## src/rtl/core/pdpr_pkg.sv

```systemverilog
package pdpr_pkg;

   localparam int GRID_ROWS   = 8;
   localparam int CSR_INDEX_W = 1;

   localparam logic [2:0] ACT_TICK        = 3'd0;
   localparam logic [2:0] ACT_PAD_EVENT   = 3'd1;
   localparam logic [2:0] ACT_HANDBRAKE   = 3'd2;
   localparam logic [2:0] ACT_RESET_MOTION = 3'd3;
   localparam logic [2:0] ACT_RELEASE_ALL = 3'd4;

   localparam logic [CSR_INDEX_W-1:0] CSR_MAX_SPEED   = 1'b0;
   localparam logic [CSR_INDEX_W-1:0] CSR_TICK_PERIOD = 1'b1;

   localparam logic [3:0]  MAX_SPEED_RESET   = 4'd2;
   localparam logic [31:0] TICK_PERIOD_RESET = 32'd89478;
   localparam logic [31:0] FULL_SPEED        = 32'h8000_0000;

   // ceil(2^33 / 3): x * RECIP_3 >> 33 is floor(x / 3) for any 32-bit x
   localparam logic [31:0] RECIP_3 = 32'hAAAA_AAAB;

   typedef struct packed {
      logic [31:0] a;
      logic [31:0] b;
   } mul_op_type;

endpackage

```

## src/rtl/core/pdpr_mul.sv

```systemverilog
module pdpr_mul (
   input  logic                clock,
   input  pdpr_pkg::mul_op_type op,
   output logic [63:0]         prod
);

   logic [63:0] prod_ff;

   always_ff @(posedge clock) begin
      prod_ff <= 64'(op.a) * 64'(op.b);
   end

   assign prod = prod_ff;

endmodule

```

## src/rtl/core/pdpr_speed.sv

```systemverilog
module pdpr_speed #(
   parameter int PEDAL_LEVELS = 4
) (
   input  logic [31:0]                    speed,
   input  logic [31:0]                    step_base,
   input  logic [pdpr_pkg::GRID_ROWS-1:0] pads,
   output logic [31:0]                    speed_next
);

   localparam int LEVELS = (PEDAL_LEVELS < pdpr_pkg::GRID_ROWS) ?
                           PEDAL_LEVELS : pdpr_pkg::GRID_ROWS;

   logic [31:0] throttle_step;
   logic [31:0] brake_step;
   logic signed [33:0] sum;

   // walk inward to outward so the outermost held pad of each group wins
   always_comb begin
      throttle_step = '0;
      brake_step    = '0;
      for (int r = LEVELS - 1; r >= 0; r--) begin
         if (pads[r]) begin
            throttle_step = step_base >> r;
         end
         if (pads[pdpr_pkg::GRID_ROWS - 1 - r]) begin
            brake_step = step_base >> r;
         end
      end
   end

   always_comb begin
      sum = $signed({2'b00, speed}) + $signed({2'b00, throttle_step})
            - $signed({2'b00, brake_step});
      priority if (sum < 0) begin
         speed_next = '0;
      end else if (sum > $signed({2'b00, pdpr_pkg::FULL_SPEED})) begin
         speed_next = pdpr_pkg::FULL_SPEED;
      end else begin
         speed_next = sum[31:0];
      end
   end

endmodule

```

## src/rtl/core/pedal_driven_phase_ramps.sv

```systemverilog
// Steps: a tick first derives the step base on the shared multiplier (DIV, SCALE),
// then walks each column through SPEED, MUL and POS (speed, multiply, position);
// each column's result is registered in the output register from POS. A new
// request is not taken until the walk has finished the last column; a stalled result
// holds the walk. Other actions act at the accepting edge, one item per cycle while no tick is in progress. Reset
// (synchronous, active high) zeroes motion, releases pads, loads 2 and 89478.
module pedal_driven_phase_ramps #(
   parameter int NUM_COLUMNS  = 8,
   parameter int PEDAL_LEVELS = 4
) (
   input  logic        clock,
   input  logic        reset,

   input  logic        req_valid,
   output logic        req_stall,
   input  logic [2:0]  req_action,
   input  logic [2:0]  req_pad_row,
   input  logic [2:0]  req_pad_column,
   input  logic        req_pressed,

   output logic        rsp_valid,
   input  logic        rsp_stall,
   output logic [2:0]  rsp_column,
   output logic [31:0] rsp_position,
   output logic [31:0] rsp_speed,
   output logic [2:0]  rsp_cursor_row,
   output logic        rsp_moving,
   output logic        rsp_last,

   input  logic                             csr_write,
   input  logic [pdpr_pkg::CSR_INDEX_W-1:0] csr_index,
   input  logic [31:0]                      csr_wdata
);

   localparam int CNT_W = (NUM_COLUMNS > 1) ? $clog2(NUM_COLUMNS) : 1;
   localparam logic [CNT_W-1:0] LAST_COL = CNT_W'(NUM_COLUMNS - 1);

   typedef enum logic [2:0] {
      IDLE,
      DIV,
      SCALE,
      SPEED,
      MUL,
      POS
   } state_type;

   state_type state_ff;
   logic [CNT_W-1:0] cnt_ff;

   logic [3:0]  max_speed_ff;
   logic [31:0] tick_period_ff;
   logic [31:0] step_base_ff;
   logic [31:0] speed_ff [NUM_COLUMNS];
   logic [31:0] position_ff [NUM_COLUMNS];
   logic [pdpr_pkg::GRID_ROWS-1:0][NUM_COLUMNS-1:0] pad_held_ff;

   logic        rsp_valid_ff;
   logic [2:0]  rsp_column_ff;
   logic [31:0] rsp_position_ff;
   logic [31:0] rsp_speed_ff;
   logic        rsp_last_ff;

   pdpr_pkg::mul_op_type mul_op;
   logic [63:0] mul_prod;
   logic [3:0]  eff_max;
   logic [67:0] scaled;
   logic [31:0] pos_in;
   logic [31:0] speed_in;
   logic [pdpr_pkg::GRID_ROWS-1:0] col_pads;
   logic        req_take;
   logic        rsp_free;
   logic        col_ok;
   logic [CNT_W-1:0] req_col;

   assign req_take = req_valid && !req_stall;
   assign rsp_free = !rsp_valid_ff || !rsp_stall;
   assign col_ok   = int'(req_pad_column) < NUM_COLUMNS;
   assign req_col  = CNT_W'(req_pad_column);

   always_comb begin
      priority if (max_speed_ff == 4'd0) begin
         eff_max = 4'd1;
      end else if (max_speed_ff > 4'd8) begin
         eff_max = 4'd8;
      end else begin
         eff_max = max_speed_ff;
      end
   end

   always_comb begin
      if (state_ff == DIV) begin
         mul_op.a = {1'b0, tick_period_ff[31:1]};
         mul_op.b = pdpr_pkg::RECIP_3;
      end else begin
         mul_op.a = speed_ff[cnt_ff];
         mul_op.b = tick_period_ff;
      end
   end

   pdpr_mul u_mul (
      .clock (clock),
      .op    (mul_op),
      .prod  (mul_prod)
   );

   always_comb begin
      for (int r = 0; r < pdpr_pkg::GRID_ROWS; r++) begin
         col_pads[r] = pad_held_ff[r][cnt_ff];
      end
   end

   pdpr_speed #(
      .PEDAL_LEVELS (PEDAL_LEVELS)
   ) u_speed (
      .speed      (speed_ff[cnt_ff]),
      .step_base  (step_base_ff),
      .pads       (col_pads),
      .speed_next (speed_in)
   );

   // floor(S * T * M / 2^31), kept modulo one traversal
   assign scaled = 68'(mul_prod) * 68'(eff_max);
   assign pos_in = position_ff[cnt_ff] + scaled[62:31];

   always_ff @(posedge clock) begin
      if (reset) begin
         state_ff       <= IDLE;
         cnt_ff         <= '0;
         max_speed_ff   <= pdpr_pkg::MAX_SPEED_RESET;
         tick_period_ff <= pdpr_pkg::TICK_PERIOD_RESET;
         pad_held_ff    <= '0;
         rsp_valid_ff   <= 1'b0;
         for (int c = 0; c < NUM_COLUMNS; c++) begin
            speed_ff[c]    <= '0;
            position_ff[c] <= '0;
         end
      end else begin
         if (csr_write) begin
            unique case (csr_index)
               pdpr_pkg::CSR_MAX_SPEED:   max_speed_ff   <= csr_wdata[3:0];
               pdpr_pkg::CSR_TICK_PERIOD: tick_period_ff <= csr_wdata;
               default: ;
            endcase
         end

         if (state_ff == POS && rsp_free) begin
            rsp_valid_ff <= 1'b1;
         end else if (!rsp_stall) begin
            rsp_valid_ff <= 1'b0;
         end

         unique case (state_ff)
            IDLE: begin
               if (req_take) begin
                  unique case (req_action)
                     pdpr_pkg::ACT_TICK: begin
                        cnt_ff   <= '0;
                        state_ff <= DIV;
                     end
                     pdpr_pkg::ACT_PAD_EVENT: begin
                        if (col_ok) begin
                           pad_held_ff[req_pad_row][req_col] <= req_pressed;
                        end
                     end
                     pdpr_pkg::ACT_HANDBRAKE: begin
                        if (col_ok && req_pressed) begin
                           speed_ff[req_col] <= '0;
                        end
                     end
                     pdpr_pkg::ACT_RESET_MOTION: begin
                        for (int c = 0; c < NUM_COLUMNS; c++) begin
                           speed_ff[c]    <= '0;
                           position_ff[c] <= '0;
                        end
                     end
                     pdpr_pkg::ACT_RELEASE_ALL: begin
                        pad_held_ff <= '0;
                     end
                     default: ;
                  endcase
               end
            end
            DIV: begin
               state_ff <= SCALE;
            end
            SCALE: begin
               // floor(T / 6) = floor(floor(T / 2) / 3)
               step_base_ff <= {1'b0, mul_prod[63:33]};
               state_ff     <= SPEED;
            end
            SPEED: begin
               speed_ff[cnt_ff] <= speed_in;
               state_ff         <= MUL;
            end
            MUL: begin
               state_ff <= POS;
            end
            POS: begin
               // hold until the output register can take the item
               if (rsp_free) begin
                  position_ff[cnt_ff] <= pos_in;
                  if (cnt_ff == LAST_COL) begin
                     state_ff <= IDLE;
                  end else begin
                     cnt_ff   <= cnt_ff + 1'b1;
                     state_ff <= SPEED;
                  end
               end
            end
            default: state_ff <= IDLE;
         endcase
      end
   end

   always_ff @(posedge clock) begin
      if (state_ff == POS && rsp_free) begin
         rsp_column_ff   <= 3'(cnt_ff);
         rsp_position_ff <= pos_in;
         rsp_speed_ff    <= speed_ff[cnt_ff];
         rsp_last_ff     <= (cnt_ff == LAST_COL);
      end
   end

   assign req_stall      = (state_ff != IDLE);
   assign rsp_valid      = rsp_valid_ff;
   assign rsp_column     = rsp_column_ff;
   assign rsp_position   = rsp_position_ff;
   assign rsp_speed      = rsp_speed_ff;
   assign rsp_cursor_row = ~rsp_position_ff[31:29];
   assign rsp_moving     = (rsp_speed_ff != '0);
   assign rsp_last       = rsp_last_ff;

endmodule
```

## config.mk

```make
export PLATFORM = sky130hd
export DESIGN_NAME = pedal_driven_phase_ramps
export DESIGN_NICKNAME = d
export VERILOG_FILES = /design/src/rtl/core/pdpr_pkg.sv /design/src/rtl/core/pdpr_mul.sv /design/src/rtl/core/pdpr_speed.sv /design/src/rtl/core/pedal_driven_phase_ramps.sv
export SDC_FILE = /design/constraint.sdc
export NUM_CORES = 2
export LEC_CHECK = 0
export ABC_CLOCK_PERIOD_IN_PS = 28300
export BUFFER_PORTS_ARGS = -buffer_cell sky130_fd_sc_hd__buf_2
export CORE_MARGIN = 5
export CORE_UTILIZATION = 50
export CTS_BUF_LIST = sky130_fd_sc_hd__clkbuf_16
export DETAILED_ROUTE_END_ITERATION = 8
export PLACE_DENSITY_LB_ADDON = 0.2
export RECOVER_POWER = 50
export SETUP_SLACK_MARGIN = 0.2
export SLEW_MARGIN = 20
export SYNTH_ARGS = -nofsm -noshare
export SYNTH_HDL_FRONTEND = slang
export SYNTH_SLANG_ARGS = --single-unit
```

## constraint.sdc

```tcl
create_clock -name clock -period 28.3 [get_ports clock]
set_input_delay 5.66 -clock clock [delete_from_list [all_inputs] [get_ports clock]]
set_output_delay 5.66 -clock clock [all_outputs]
set_load 0.05 [all_outputs]
```

==> results.toml <==
[global_route]
grt-busiest-layer = "met2"
grt_pass1_vias = 61163
antenna_found_initial = 15
gr-usage-met1_pct = 43.1
use_met2_pct = 50.6
grt-ovfl-total = 0
grt_pass1_wl_um = 398000
grt_max_degree = 241
grt_use_met3_pct = 7.52
track_usage_pct = 33.2

[synth]
synth.avg_cell_area_sq_um = 9.79
synthDistinctLibCells = 77
async_flop_share_pct = 0
synth_warnings = 0
yosys_most_used_dff = "edfxtp_1"
synth_area_sq_mm = 0.0768
synth-seq-area-share_pct = 28.4
syn-instance-count = 7850
synth_fp_nets = 9334
synth_seq_cells = 785
synth_edf_count = 611

[cells_and_area]
fillCellCount = 13774
final_common_cell = "inv_1"
drive_above_1_share_pct = 7.54
finalNonFillerCells = 9916
final_area_sq_mm = 0.0826
final_util_pct = 54.2
final_cell_mix = "inv_1, fa_1, nor2_1, nand2_1, edfxtp_1"
area_growth_syn_to_layout_pct = 7.47
seqCellArea_sq_mm = 0.0218
nets = 9287
multiInputGateArea_sq_mm = 0.0494

[detailed_routing]
detail-route-antenna-nets = 0
firstDrtPassIters = 6
wl_um = 271000
vias_per_cell = 6.13
drtIter0Drc = 7056
wl_per_cell_um = 27.4
drc = 0
vias = 60741

[power_and_ir_drop]
p_leak_nw = 36.2
peakVddDrop_v = 0.000282
powerDensity_mw_per_mm2 = 113

[worst_hold_path]
min_from = "pad_held_ff[51]$_SDFFE_PP0P_"
hold_depth = 2
min_to = "pad_held_ff[51]$_SDFFE_PP0P_"
hold_path_class = "register to register"

[setup_path]
crit_path_max_fanout = 33
required_ns = 28.88
cp.arrival_ns = 15.92
start_kind = "register"
ff2ff_setup_slack_ns = 12.96
endpoint_kind = "register"
critical_path_class = "register to register"
reg2reg_to = "u_mul.prod[62]$_DFF_P_"
r2r_cells = 27

[place]
dp_cells = 9745
portBuffers = 121
gp_congestion = 1.05
hpwl_um = 197000
placed_area_sq_mm = 0.0800

[cts]
worstSkewPairLatency_ns = 0.72
cts_resized = 0
cts_hold_buf = 0
clockBufferDepth = 3
cts.sinks = 785
htreeDepth = 3
cts_made_buffers = 86
cts_tree = "yes"
path_clk_slew_ns = 0.07
root_buffer = "clkbuf_16"
cts_setup_buffers = 0

[sta]
finClkSkew_ns = 0.0602
max_freq_ghz = 0.0652
finalSetupViolCount = 0
drv_slew = 953
slew_headroom_pct = -141
period_minus_slack_ns = 15.34
fin_tns_setup_ns = 0
hold_violations = 0
min_period_over_period_pct = 54.2
tightestPinTransition_ns = 3.61
rsz0062_at_grt = "no"
whs_ns = 0.473

[floorplan]
start_util_pct = 50.4
num_rows = 143
die_area_sq_mm = 0.162
die_width_um = 402
coreArea_sq_mm = 0.152
ios = 122
fp.dieH_um = 402

[run_status]
outcome = "complete, but fails checks"
violations = "capacitance limit, slew limit"

[job]
max_cap_violations = 34
[metrics by stage]
stage	power [mW]	setup WS, ns
floorplan	6.00	18.42
finish	9.32	12.96
global route	10.0	12.66
detailed placement	8.08	16.62
global placement	8.03	16.89
CTS	9.26	16.57
[critical path: stages (launching register included)]
cell	delay (ns)
dfxtp_1	1.75
clkbuf_1	2.62
mux2i_1	1.61
inv_1	1.21
nand2_1	0.20
fa_1	0.46
inv_1	0.08
fa_1	0.43
fa_1	0.52
inv_1	0.05
fa_1	0.47
inv_1	0.05
fa_1	0.54
inv_1	0.07
fa_1	0.54
inv_1	0.05
fa_1	0.49
fa_1	0.44
ha_1	0.26
o41ai_1	0.64
o21ai_0	0.30
nor3_1	0.57
nor3_1	0.15
o21ai_0	0.62
o41ai_1	0.27
a221oi_1	0.44
o31ai_1	0.13
xor2_1	0.16
[where the power goes]
| part | internal [mW] | leakage [nW] | switching (mW) |
|---|---|---|---|
| Combinational | 2.48 | 27.0 | 4.20 |
| Sequential | 1.42 | 7.76 | 0.0864 |
| Clock | 0.632 | 1.43 | 0.502 |
| Total | 4.53 | 36.2 | 4.79 |
[Yosys cell counts (44+ instances only)]
| master | n | area share, % |
|---|---|---|
| fa_1 | 1017 | 26 |
| mux2_2 | 68 | 1.0 |
| edfxtp_1 | 611 | 24 |
| xnor2_1 | 108 | 1.2 |
| o21ai_0 | 174 | 1.1 |
| nand2b_1 | 50 | 0.41 |
| nor2_1 | 1022 | 5.0 |
| and2_1 | 100 | 0.81 |
| dfxtp_1 | 174 | 4.5 |
| xor2_1 | 62 | 0.71 |
| mux2i_1 | 44 | 0.57 |
| a22oi_1 | 66 | 0.64 |
| nor4_1 | 262 | 2.1 |
| ha_1 | 419 | 6.8 |
| clkbuf_1 | 388 | 1.9 |
| mux4_2 | 130 | 3.8 |
| a21oi_1 | 392 | 2.6 |
| nand3_1 | 61 | 0.40 |
| a211oi_1 | 47 | 0.46 |
| nand2_1 | 933 | 4.6 |
| o21a_1 | 58 | 0.57 |
| a21o_1 | 100 | 0.98 |
| inv_1 | 1096 | 5.4 |
[per-layer routing]
layer	wire length, um	up-vias
met5	46	-
met2	120000	3459
met1	100000	30513
met3	29600	919
met4	21100	6
li1	-	25844
[cell families (layout without fill, tap and decap cells)]
kind of cell	after synthesis	count (layout)	share of synthesized area, %
other	0	11	0
AO/OA/AOI/OAI	1029	1029	8.29
multiplexers	242	242	5.38
flip-flops	785	785	28.4
buffers and inverters	1560	1585	7.68
adder cells (fa/ha/maj)	1436	1436	33.3
AND/OR/NAND/NOR	2627	2627	15.0
XOR/XNOR	171	171	1.96
[layout make-up]
| type | instances | area share [%] |
|---|---|---|
| repair buffers | 317 | 2.19 |
| clock inverters | 73 | 0.809 |
| well taps | 2030 | 3.08 |
| multi-input cells | 5505 | 59.8 |
| inverters | 1108 | 5.04 |
| clock buffers | 87 | 2.64 |
| flip-flops and latches | 785 | 26.4 |
| diodes | 11 | 0.0333 |
[state kept, by name (all words and copies together), names as in the netlist, named ones only]
name / flops
max_speed_ff: 4
state_ff: 3
pad_held_ff: 64
cnt_ff: 3
step_base_ff: 31
tick_period_ff: 32
position_ff: 256
rsp_column: 3
rsp_speed: 32
rsp_last: 1
rsp_valid: 1
rsp_position: 32
speed_ff: 256
u_mul.prod: 64
[worst max-delay path by stage]
stage	depth (start not counted)	slack (ns)	from	endpoint
final	27	12.96	register	u_mul.prod[62]$_DFF_P_
after global routing	30	12.66	register	u_mul.prod[47]$_DFF_P_
after CTS	28	16.57	register	u_mul.prod[62]$_DFF_P_
after detailed placement	28	16.62	register	u_mul.prod[62]$_DFF_P_
after global placement	28	16.89	register	u_mul.prod[62]$_DFF_P_
after floorplan	32	18.42	register	u_mul.prod[47]$_DFF_P_
No activity file was read; power rests on OpenSTA's default activity.
